<file path="src/rtl/table_interpolator_binary_search_defines.svh">
// ----------------------------------------------------------------------------
// Table interpolator assertion macros
// Shared helpers for the concurrent checks in the RTL folder.
// ----------------------------------------------------------------------------
`ifndef TABLE_INTERPOLATOR_BINARY_SEARCH_DEFINES_SVH
`define TABLE_INTERPOLATOR_BINARY_SEARCH_DEFINES_SVH

// same-cycle implication, clocked on clk, off during reset
`define TIB_ASSERT(label, ante, cons, msg) \
	label: assert property (@(posedge clk) disable iff (!arst_n) (ante) |-> (cons)) \
		else $error(msg);

// next-cycle implication, clocked on clk, off during reset
`define TIB_ASSERT_NEXT(label, ante, cons, msg) \
	label: assert property (@(posedge clk) disable iff (!arst_n) (ante) |=> (cons)) \
		else $error(msg);

`endif

</file>
<file path="src/rtl/tib_pkg.sv">
// ----------------------------------------------------------------------------
// tib_pkg
// Widths, codes and shared types of the table interpolator.
// ----------------------------------------------------------------------------
package tib_pkg;

	// table geometry
	localparam int TABLE_DEPTH = 512;
	localparam int ADDR_W      = $clog2(TABLE_DEPTH);
	localparam int N_W         = ADDR_W + 1;

	// field widths
	localparam int POS_W  = 19;
	localparam int VAL_W  = 17;
	localparam int CNT_W  = 10;
	localparam int IDX_W  = 9;
	localparam int CFG_W  = 19;
	localparam int CIDX_W = 1;
	localparam int RGN_W  = 2;
	localparam int ENT_W  = POS_W + VAL_W;
	localparam int SQ_W   = 2 * POS_W;

	// divider geometry
	localparam int DIVD_W   = POS_W + VAL_W;
	localparam int DVS_W    = POS_W;
	localparam int DIV_STEPS = DIVD_W / 2;
	localparam int DCNT_W   = $clog2(DIV_STEPS + 1);

	// series 1 - x^2/6 in Q.16: (x*x >> 17) / 3, the divide by 3 as a
	// reciprocal multiply, exact for a dividend below 2^21
	localparam int SERIES_SHIFT = 17;
	localparam int SQH_W        = SQ_W - SERIES_SHIFT;
	localparam int RECIP_W      = 21;
	localparam int RECIP_SHIFT  = 22;
	localparam int SPROD_W      = SQH_W + RECIP_W;
	localparam int TERM_W       = SPROD_W - RECIP_SHIFT;
	localparam logic [RECIP_W-1:0] SERIES_RECIP = RECIP_W'(1398102);
	localparam logic [VAL_W-1:0] ONE_Q16 = VAL_W'(65536);

	// register reset values
	localparam logic [CNT_W-1:0] ENTRY_COUNT_RST = CNT_W'(2);
	localparam logic [POS_W-1:0] BOUNDARY_RST    = POS_W'(239454);

	// register indexes
	localparam logic [CIDX_W-1:0] CFG_ENTRY_COUNT = 1'b0;
	localparam logic [CIDX_W-1:0] CFG_BOUNDARY    = 1'b1;

	// opcodes
	localparam logic OP_LOAD  = 1'b0;
	localparam logic OP_QUERY = 1'b1;

	// result regions
	localparam logic [RGN_W-1:0] RGN_SERIES   = 2'd0;
	localparam logic [RGN_W-1:0] RGN_INTERP   = 2'd1;
	localparam logic [RGN_W-1:0] RGN_BOUNDARY = 2'd2;
	localparam logic [RGN_W-1:0] RGN_LAST     = 2'd3;

	// divide request from the sequencer
	typedef struct packed {
		logic              start;
		logic [DIVD_W-1:0] dividend;
		logic [DVS_W-1:0]  divisor;
	} div_req_t;

	// divider status back to the sequencer
	typedef struct packed {
		logic              busy;
		logic              done;
		logic [DIVD_W-1:0] quotient;
	} div_rsp_t;

endpackage

</file>
<file path="src/rtl/tib_div.sv">
// ----------------------------------------------------------------------------
// tib_div
// Iterative unsigned restoring divider, two quotient bits per cycle.
// ----------------------------------------------------------------------------
module tib_div (
	input  logic              clk,
	input  logic              arst_n,
	input  tib_pkg::div_req_t req,
	output tib_pkg::div_rsp_t rsp
);

	logic [tib_pkg::DVS_W:0]    rem_q;
	logic [tib_pkg::DIVD_W-1:0] quo_q;
	logic [tib_pkg::DVS_W-1:0]  dvs_q;
	logic [tib_pkg::DCNT_W-1:0] cnt_q;
	logic                       busy_q;
	logic                       done_q;
	logic [tib_pkg::DVS_W:0]    rem_d;
	logic [tib_pkg::DIVD_W-1:0] quo_d;

	// two shift-compare-subtract steps
	always_comb begin
		rem_d = rem_q;
		quo_d = quo_q;
		for (int k = 0; k < 2; k++) begin
			rem_d = {rem_d[tib_pkg::DVS_W-1:0], quo_d[tib_pkg::DIVD_W-1]};
			quo_d = {quo_d[tib_pkg::DIVD_W-2:0], 1'b0};
			if (rem_d >= {1'b0, dvs_q}) begin
				rem_d    = rem_d - {1'b0, dvs_q};
				quo_d[0] = 1'b1;
			end
		end
	end

	// iteration control
	always_ff @(posedge clk or negedge arst_n) begin
		if (!arst_n) begin
			busy_q <= 1'b0;
			done_q <= 1'b0;
			cnt_q  <= '0;
			rem_q  <= '0;
			quo_q  <= '0;
			dvs_q  <= '0;
		end else begin
			done_q <= 1'b0;
			if (req.start) begin
				busy_q <= 1'b1;
				cnt_q  <= tib_pkg::DCNT_W'(tib_pkg::DIV_STEPS);
				rem_q  <= '0;
				quo_q  <= req.dividend;
				dvs_q  <= req.divisor;
			end else if (busy_q) begin
				rem_q <= rem_d;
				quo_q <= quo_d;
				cnt_q <= cnt_q - 1'b1;
				if (cnt_q == tib_pkg::DCNT_W'(1)) begin
					busy_q <= 1'b0;
					done_q <= 1'b1;
				end
			end
		end
	end

	assign rsp.busy     = busy_q;
	assign rsp.done     = done_q;
	assign rsp.quotient = quo_q;

endmodule

</file>
<file path="config.mk">
export PLATFORM = sky130hd
export DESIGN_NAME = tib_div
export DESIGN_NICKNAME = d
export VERILOG_FILES = /design/src/rtl/table_interpolator_binary_search_defines.svh /design/src/rtl/tib_pkg.sv /design/src/rtl/tib_div.sv
export SDC_FILE = /design/constraint.sdc
export NUM_CORES = 1
export LEC_CHECK = 0
export ABC_AREA = 1
export BUFFER_PORTS_ARGS = -buffer_cell sky130_fd_sc_hd__buf_2
export CAP_MARGIN = 10
export CORE_MARGIN = 5
export CORE_UTILIZATION = 35
export CTS_CLUSTER_SIZE = 24
export DETAILED_ROUTE_END_ITERATION = 10
export SLEW_MARGIN = 20
export SYNTH_ARGS = -nofsm -noshare
export SYNTH_HDL_FRONTEND = slang
export SYNTH_SLANG_ARGS = --single-unit
</file>
<file path="constraint.sdc">
create_clock -name clk -period 9 [get_ports clk]
set_input_delay 1.35 -clock clk [delete_from_list [all_inputs] [get_ports clk]]
set_output_delay 1.35 -clock clk [all_outputs]
set_load 0.02 [all_outputs]
</file>
# After elaboration in Yosys (flattened, before gate mapping)
# Cells that the tools add are included.
# Widths: inputs -> output; s select.
dict set report totals {
  reg_bits 81
  latch_bits 0
  ramBits 0
  mem_bits_ro 0
  in_bits 58
  output_inout_bits 38
  word_cells 29
  memories 0
}
dict set report op_classes {
  n_addsub 3
  multipliers 0
  n_div 0
  order_cmp 2
  eq_ne 1
  shift 0
  n_mux 16
  bitwise 0
  reduce_logical 1
}
# op count
set ops {}
lappend ops {{$mux 19} 4}
lappend ops {{$mux 36} 2}
lappend ops {{$ge 20x19->1} 2}
lappend ops {{$sub 19x19->19} 2}
lappend ops {{$mux 5} 2}
lappend ops {{$mux 1} 8}
lappend ops {{$eq 5x1->1 const B} 1}
lappend ops {{$sub 5x1->5 const B} 1}
lappend ops {{$reduce_bool 2->1} 1}

# Logic depth before layout (Yosys ltp)
# Gate-level depths: netlist of run 1.
dict set report logic_depth {
  ltp_word 6
  ltp_mapped 30
  mapped_depth_nobuf 29
}

# Worst setup path before layout of run 1
# OpenSTA, ideal clock, no wires.
dict set report synth_timing {
  path_kind {register to register}
  from {register quo_q[35] (netlist bit)}
  to {register rem_q[7] (netlist bit)}
  setup_ns 0.068
  t_arrival_ns 3.593
  required_ns 8.932
  setup_slack_ns 5.338
  stages_incl_launch_ff 27
  path_buffers 2
  period_less_slack_ns 3.662
  cell_sequence {dfrtp_1 > inv_1 > ha_1 > inv_1 > fa_1 > nand3_1 > nand3_2 > nand3_1 > nand3_1 > nand2_1 > nand2_2 > inv_2 > buf_6 > nand2_1 > nand2_1 > clkinv_1 > ha_1 > a21oi_1 > nand2_1 > a21oi_1 > nand3_1 > nand2_1 > nand2_1 > a21oi_4 > buf_6 > nand4_1 > nand3_1}
}
dict set report synth_via {
  elab_chain_cells 6
  word_cells_on_any_way 8
  cone_classes {2 x add/sub; 2 x order compare; 4 x mux}
}
# element line_no
set synth_rtl {}
lappend synth_rtl {{start, declared} tib_div.sv:13} ;# logic [tib_pkg::DIVD_W-1:0] quo_q;
lappend synth_rtl {{start signal, assigned} tib_div.sv:50} ;# quo_q <= req.dividend;
lappend synth_rtl {{start signal, assigned} tib_div.sv:54} ;# quo_q <= quo_d;
lappend synth_rtl {{$sub 19x19->19 or $ge 20x19->1 (tied branches)} {tib_div.sv:29, tib_div.sv:28}}
lappend synth_rtl {{$mux 19 (*)} tib_div.sv:28} ;# if (rem_d >= {1'b0, dvs_q}) begin
lappend synth_rtl {{$sub 19x19->19 or $ge 20x19->1 (tied branches)} {tib_div.sv:29, tib_div.sv:28}}
lappend synth_rtl {{$mux 19 (*)} tib_div.sv:28}
lappend synth_rtl {{$mux 19 (*)} tib_div.sv:52} ;# end else if (busy_q) begin
lappend synth_rtl {{$mux 19 (*)} tib_div.sv:46} ;# if (req.start) begin
lappend synth_rtl {{end signal, assigned} tib_div.sv:53} ;# rem_q <= rem_d;
lappend synth_rtl {{end, declared} tib_div.sv:12} ;# logic [tib_pkg::DVS_W:0] rem_q;
# Every way passes the cells marked *; elsewhere a longest branch is shown, timed or not. The select of a mux whose other input is x is not followed.
# A chain may end at the register's enable or synchronous reset.

# Worst setup path in the final report of run 1
dict set report layout_timing {
  from {register quo_q[35] (netlist bit)}
  to {register rem_q[4] (netlist bit)}
}
# The elaborated chain is that of the path after synthesis.

==> results.py, run 1 <==
metrics = {
    "outcome": {
        "status": "complete, no violations",
    },
    "sta": {
        "clock_skew_ns": 0.0115,
        "setup_tns_ns": 0,
        "max_freq_mhz": 216,
        "min_period_over_period_pct": 51.5,
        "rsz0062_at_grt": "false",
        "fin_crit_ns": 4.64,
        "max_slew_margin_pct": 34.5,
        "setup_viol": 0,
        "finalHoldViolCount": 0,
        "worstMarginPinSlew_ns": 0.981,
        "hold_ws_ns": 0.470,
        "slew_violations": 0,
    },
    "global_route": {
        "grt_pass1_vias": 5763,
        "grt_busiest_layer": "met2",
        "antenna_found_initial": 0,
        "grt_max_degree": 78,
        "grt.met3_usage_pct": 3.98,
        "grtUsageTotal_pct": 17.9,
        "grtUsageMet2_pct": 28.6,
        "grt_use_met1_pct": 24.3,
        "grt_pass1_wl_um": 29000,
        "grt_overflow": 0,
    },
    "place": {
        "gp_congestion": 0.873,
        "hpwl_um": 13300,
        "port_buffers": 95,
        "place_inst": 1141,
    },
    "power_and_ir_drop": {
        "p_sw_share_pct": 50.7,
        "p_int_mw": 1.33,
        "leakagePower_nw": 3.76,
        "comb_power_share_pct": 66.6,
        "powerDensity_mw_per_mm2": 388,
        "max-vdd-ir-drop_v": 0.000212,
        "finalPower_mw": 2.70,
        "seq_power_share_pct": 18.0,
        "clock_power_share_pct": 15.4,
        "p_sw_mw": 1.37,
    },
    "clock_tree": {
        "clock_latency_ns": 0.35,
        "tritoncts": "built",
        "clockBufferDepth": 2,
        "holdBufCountCts": 0,
        "cts_resized": 0,
        "numCtsBuffers": 9,
        "post-cts-setup-buffer-count": 0,
        "clock-sinks": 81,
        "root_buffer": "clkbuf_16",
        "h-tree-depth": 3,
        "clk_pin_slew_worst_paths_ns": 0.07,
    },
    "critical_path": {
        "crit_family": "simple AND/OR/NAND/NOR gates",
        "cp_slowest_cell": "fa_1",
        "crit_type": "reg -> reg",
        "cp-start-kind": "register",
        "path_depth": 25,
        "r2r-end": "rem_q[4]",
        "path_buf_inv": 4,
        "cp-startpoint": "quo_q[35]",
        "ff2ff_path_depth": 25,
        "crit_top_cell": "nand2_1",
        "cp-end-kind": "register",
        "reg2reg_from": "quo_q[35]",
        "cp_max_fo": 24,
        "r2r_setup_slack_ns": 4.36,
        "required_ns": 9.23,
        "crit_end": "rem_q[4]",
        "cp.arrival_ns": 4.87,
        "slowest_delay_ns": 0.43,
    },
    "route": {
        "num_vias": 5715,
        "avgRoutedWirePerCell_um": 15.0,
        "vias_per_cell": 4.94,
        "drt-total-wl_um": 17300,
        "drc": 0,
        "drt_iter0_drc": 379,
        "ant_nets": 0,
        "drt_first_pass_iters": 6,
    },
    "synth": {
        "seq_area_frac_synth_pct": 33.6,
        "synthFlopType": "dfrtp_1",
        "yosys.area.top_type_share_pct": 33.6,
        "synth_seq_cells": 81,
        "syn_area_per_cell_um2": 7.11,
        "synth_top_cell_by_area": "dfrtp_1",
        "synth_most_common_cell": "nand2_1",
        "syn-num-nets": 948,
        "synthCells": 848,
        "synth_area_mm2": 0.00603,
        "synthTopCellsByCount": "260 x nand2_1, 127 x inv_1, 81 x dfrtp_1, 62 x nand3_1, 44 x nor2_1",
        "yosys.cell_types.count": 37,
        "synthArstFlopShare_pct": 100,
        "ys_warn_count": 0,
        "synth-edff-count": 0,
        "yosys-top-cells-area": "dfrtp_1 34%, nand2_1 16%, ha_1 8.3%, inv_1 7.9%, nand3_1 5.1%",
    },
    "finish": {
        "area_growth_pct": 15.5,
        "final_nets": 1027,
        "n_fill_cell": 1840,
        "layout.cells.non_filler": 1157,
        "layout-drive-gt1-share_pct": 14.6,
        "register_area_mm2": 0.00203,
        "multi_input_area_mm2": 0.00333,
        "n_antenna_cell": 0,
    },
    "die": {
        "coreArea_mm2": 0.0171,
        "row_count": 48,
        "die_h_um": 141,
        "die_w_um": 141,
        "start_util_pct": 35.2,
        "ios": 96,
        "die_area_mm2": 0.0200,
    },
    "job": {
        "drv_cap": 0,
    },
    "worst_hold_path": {
        "hp-class": "reg -> reg",
    },
}
[placed cells by master (no fill, tap or decap), types with 3 or more instances in the layout]
master and n:
a21o_1 3, a21oi_1 33, a22oi_1 3, buf_2 94, buf_4 5, clkbuf_16 9
dfrtp_1 81, ha_1 40, inv_1 127, inv_6 3, nand2_1 260, nand2_2 5
nand3_1 62, nand3_2 4, nand3b_1 10, nand4_1 23, nor2_1 42, nor2_2 5
o211ai_1 4, o21ai_0 38, o21ai_1 4, o221ai_1 30, or2_1 3, or2_2 3
xnor2_1 16, xor2_1 7
[per-stage QoR]
step	setup slack, ns	area [um2]	util (%)
finish	4.36	6970	40.7
global route	3.84	6970	40.7
CTS	4.40	6970	40.7
detailed placement	4.42	6640	38.8
global placement	4.57	6640	38.8
floorplan	5.34	6030	-
[logic make-up after synthesis]
family / count (synthesis) / share of synthesized area (%)
flip-flops: 81 / 33.6
adder cells (fa/ha/maj): 42 / 8.96
AND/OR/NAND/NOR: 422 / 30.4
XOR/XNOR: 23 / 3.34
buffers and inverters: 161 / 11.2
AO/OA/AOI/OAI: 119 / 12.4
[area by class of cell]
cell class	instances	area share (%)
flip-flops and latches	81	29.1
repair buffers	99	7.29
well taps	225	4.04
clock inverters	7	1.53
multi-input cells	606	47.8
inverters	130	7.00
clock buffers	9	3.23
[state kept, by name, indices dropped and copies added (netlist names)]
name and count:
quo_q 36, dvs_q 19, rem_q 19, cnt_q 5
busy_q 1, done_q 1
[per-layer routing]
layer / part of all wire [%] / routed length [um] / vias up
li1: - / - / 2925
met1: 47 / 8150 / 2608
met2: 44 / 7700 / 162
met3: 6.9 / 1190 / 20
met4: 1.7 / 299 / 0
met5: 0 / 0 / -
[how the worst min path moves through the flow]
stage | to | start | slack (ns) | cells after the start
2_1_floorplan | cnt_q[3] | cnt_q[3] | 0.43 | 1
3_3_place_gp | cnt_q[3] | cnt_q[3] | 0.46 | 1
3_5_place_dp | cnt_q[3] | cnt_q[3] | 0.47 | 1
4_1_cts | cnt_q[3] | cnt_q[3] | 0.47 | 1
5_1_grt | cnt_q[3] | cnt_q[3] | 0.51 | 1
6_report | cnt_q[3] | cnt_q[3] | 0.47 | 1
[power by group through the flow]
stage	Combinational [mW]	Sequential, mW	Clock (mW)
6_report	1.80	0.487	0.416
5_1_grt	2.05	0.494	0.443
4_1_cts	1.79	0.485	0.427
3_5_place_dp	1.78	0.491	0
3_3_place_gp	1.78	0.493	0
2_1_floorplan	1.43	0.503	0
(Power assumes the default switching activity.)
==> inputs of run 2 (changes only) <==
Clock period 9 ns to 4.1 ns, I/O delays scaled along.
==> results.py, run 2 (synthesized netlist as in run 1, its figures left out) <==
metrics = {
    "route": {
        "met1_length_um": 8040,
        "drt_iter0_drc": 342,
        "highest_layer": "met4",
        "vias_per_cell": 5.02,
        "dr_wl_met2_um": 8450,
        "num_vias": 5908,
        "drc": 0,
        "drt_first_pass_iters": 5,
        "drt-total-wl_um": 18000,
        "wl_met3_um": 1150,
        "avgRoutedWirePerCell_um": 15.3,
        "ant_nets": 0,
    },
    "outcome": {
        "status": "complete, no violations",
    },
    "critical_path": {
        "crit_top_cell": "nand3_1",
        "cp_max_fo": 12,
        "cp_slowest_cell": "dfrtp_1",
        "cp-startpoint": "quo_q[35]",
        "cp.arrival_ns": 4.09,
        "crit_type": "reg -> reg",
        "cp-end-kind": "register",
        "reg2reg_from": "quo_q[35]",
        "slowest_delay_ns": 0.39,
        "cp-start-kind": "register",
        "required_ns": 4.33,
    },
    "global_route": {
        "antenna_found_initial": 0,
        "grt_pass1_vias": 5794,
        "grt_max_degree": 61,
        "grtUsageTotal_pct": 17.9,
        "grt_pass1_wl_um": 28800,
        "grt_overflow": 0,
    },
    "finish": {
        "layout-drive-gt1-share_pct": 18.6,
        "largest_register": "quo_q",
        "area_growth_pct": 20.1,
        "n_fill_cell": 1788,
        "reg_top3": "quo_q: 36 flops, dvs_q: 19 flops, rem_q: 19 flops",
        "layout_common_cells": "255 x nand2_1, 127 x inv_1, 94 x buf_2, 81 x dfrtp_1, 62 x nand3_1",
        "layout.cells.non_filler": 1177,
        "final_area_mm2": 0.00725,
        "largest_reg_flops": 36,
        "final_nets": 1048,
        "n_antenna_cell": 0,
        "layout_commonest_cell": "nand2_1",
    },
    "power_and_ir_drop": {
        "clock_power_share_pct": 12.0,
        "p_sw_share_pct": 50.3,
        "p_sw_mw": 3.24,
        "seq_power_share_pct": 16.7,
        "p_int_mw": 3.20,
        "leakagePower_nw": 3.84,
        "powerDensity_mw_per_mm2": 889,
        "comb_power_share_pct": 71.3,
        "max-vdd-ir-drop_v": 0.000481,
    },
    "place": {
        "hpwl_um": 13500,
        "place_inst": 1157,
        "placed_area_mm2": 0.00676,
        "gp_congestion": 0.905,
        "port_buffers": 95,
    },
    "clock_tree": {
        "tritoncts": "built",
        "clock-sinks": 81,
        "clock_latency_ns": 0.35,
        "clk_pin_slew_worst_paths_ns": 0.07,
        "root_buffer": "clkbuf_16",
        "clockBufferDepth": 2,
        "numCtsBuffers": 9,
        "holdBufCountCts": 0,
        "h-tree-depth": 3,
    },
    "sta": {
        "max_freq_mhz": 259,
        "hold_ws_ns": 0.357,
        "finalHoldViolCount": 0,
        "slew_violations": 0,
        "rsz0062_at_grt": "false",
        "fin_crit_ns": 3.86,
        "clock_skew_ns": 0.0105,
        "worstMarginPinSlew_ns": 1.01,
        "min_period_over_period_pct": 94.2,
        "max_slew_margin_pct": 32.6,
        "setup_viol": 0,
    },
    "die": {
        "die_area_mm2": 0.0200,
        "ios": 96,
        "coreArea_mm2": 0.0171,
        "row_count": 48,
        "die_h_um": 141,
        "die_w_um": 141,
        "start_util_pct": 35.2,
    },
    "worst_hold_path": {
        "hp-class": "in -> async",
    },
    "job": {
        "drv_cap": 0,
    },
}
-- run 2: layout make-up --
type                            count  area, um2  area share, %
Timing Repair Buffer              119        687           9.48
Timing Repair inverter              1       5.00         0.0691
Clock inverter                      6       48.8          0.673
Inverter                          130        493           6.80
Multi-Input combinational cell    606       3480           48.0
Tap cell                          225        282           3.89
Sequential cell                    81       2030           28.0
Clock buffer                        9        225           3.11
-- run 2: worst max-delay path, delay by kind of cell, from the launching register on --
family	cells	cell delay, ns
AO/OA/AOI/OAI	2	0.39
adder cells (fa/ha/maj)	3	0.79
buffers and inverters	5	0.64
flip-flops	1	0.39
AND/OR/NAND/NOR	16	1.52
-- run 2: power groups by stage --
stage / sequential [mW] / combinational (mW) / clock (mW)
floorplan: 1.10 / 3.13 / 0
global placement: 1.08 / 4.07 / 0
detailed placement: 1.08 / 4.08 / 0
CTS: 1.07 / 4.12 / 0.788
global route: 1.09 / 5.10 / 0.821
finish: 1.07 / 4.59 / 0.774
-- run 2: routing by layer --
layer | vias to the layer above | global-route usage, %
li1 | 2968 | -
met1 | 2752 | 23.4
met2 | 162 | 29.5
met3 | 26 | 4.18
met4 | 0 | 5.20
met5 | - | 0
-- run 2: through the flow --
stage,utilization (%),setup slack (ns),total power [mW],setup TNS [ns]
floorplan,-,0.438,4.24,0
global placement,39.5,0.0489,5.15,0
detailed placement,39.5,-0.0501,5.16,-0.599
CTS,41.1,0.00654,5.98,0
global route,42.3,0.00408,7.01,0
finish,42.3,0.236,6.44,0
-- run 2: timing repair --
item / in CTS / in global routing
setup buffers: 0 / 3
resized for setup: 3 / 32
gates cloned: 0 / 2
setup endpoints to repair: 15 / 20
endpoints found under the hold margin: 0 / 0
pin swaps: 0 / 2
-- run 2: final timing paths --
kind / cells after the start / endpoint / slack, ns
setup / recovery: 26 / rem_q[13] / 0.24
hold / removal: 1 / quo_q[26] / 0.36
setup reg to reg: 26 / rem_q[13] / 0.24
hold reg to reg: 1 / cnt_q[3] / 0.47
max in group asynchronous: 2 / rem_q[0] / 2.94
min in group clk: 1 / cnt_q[3] / 0.47
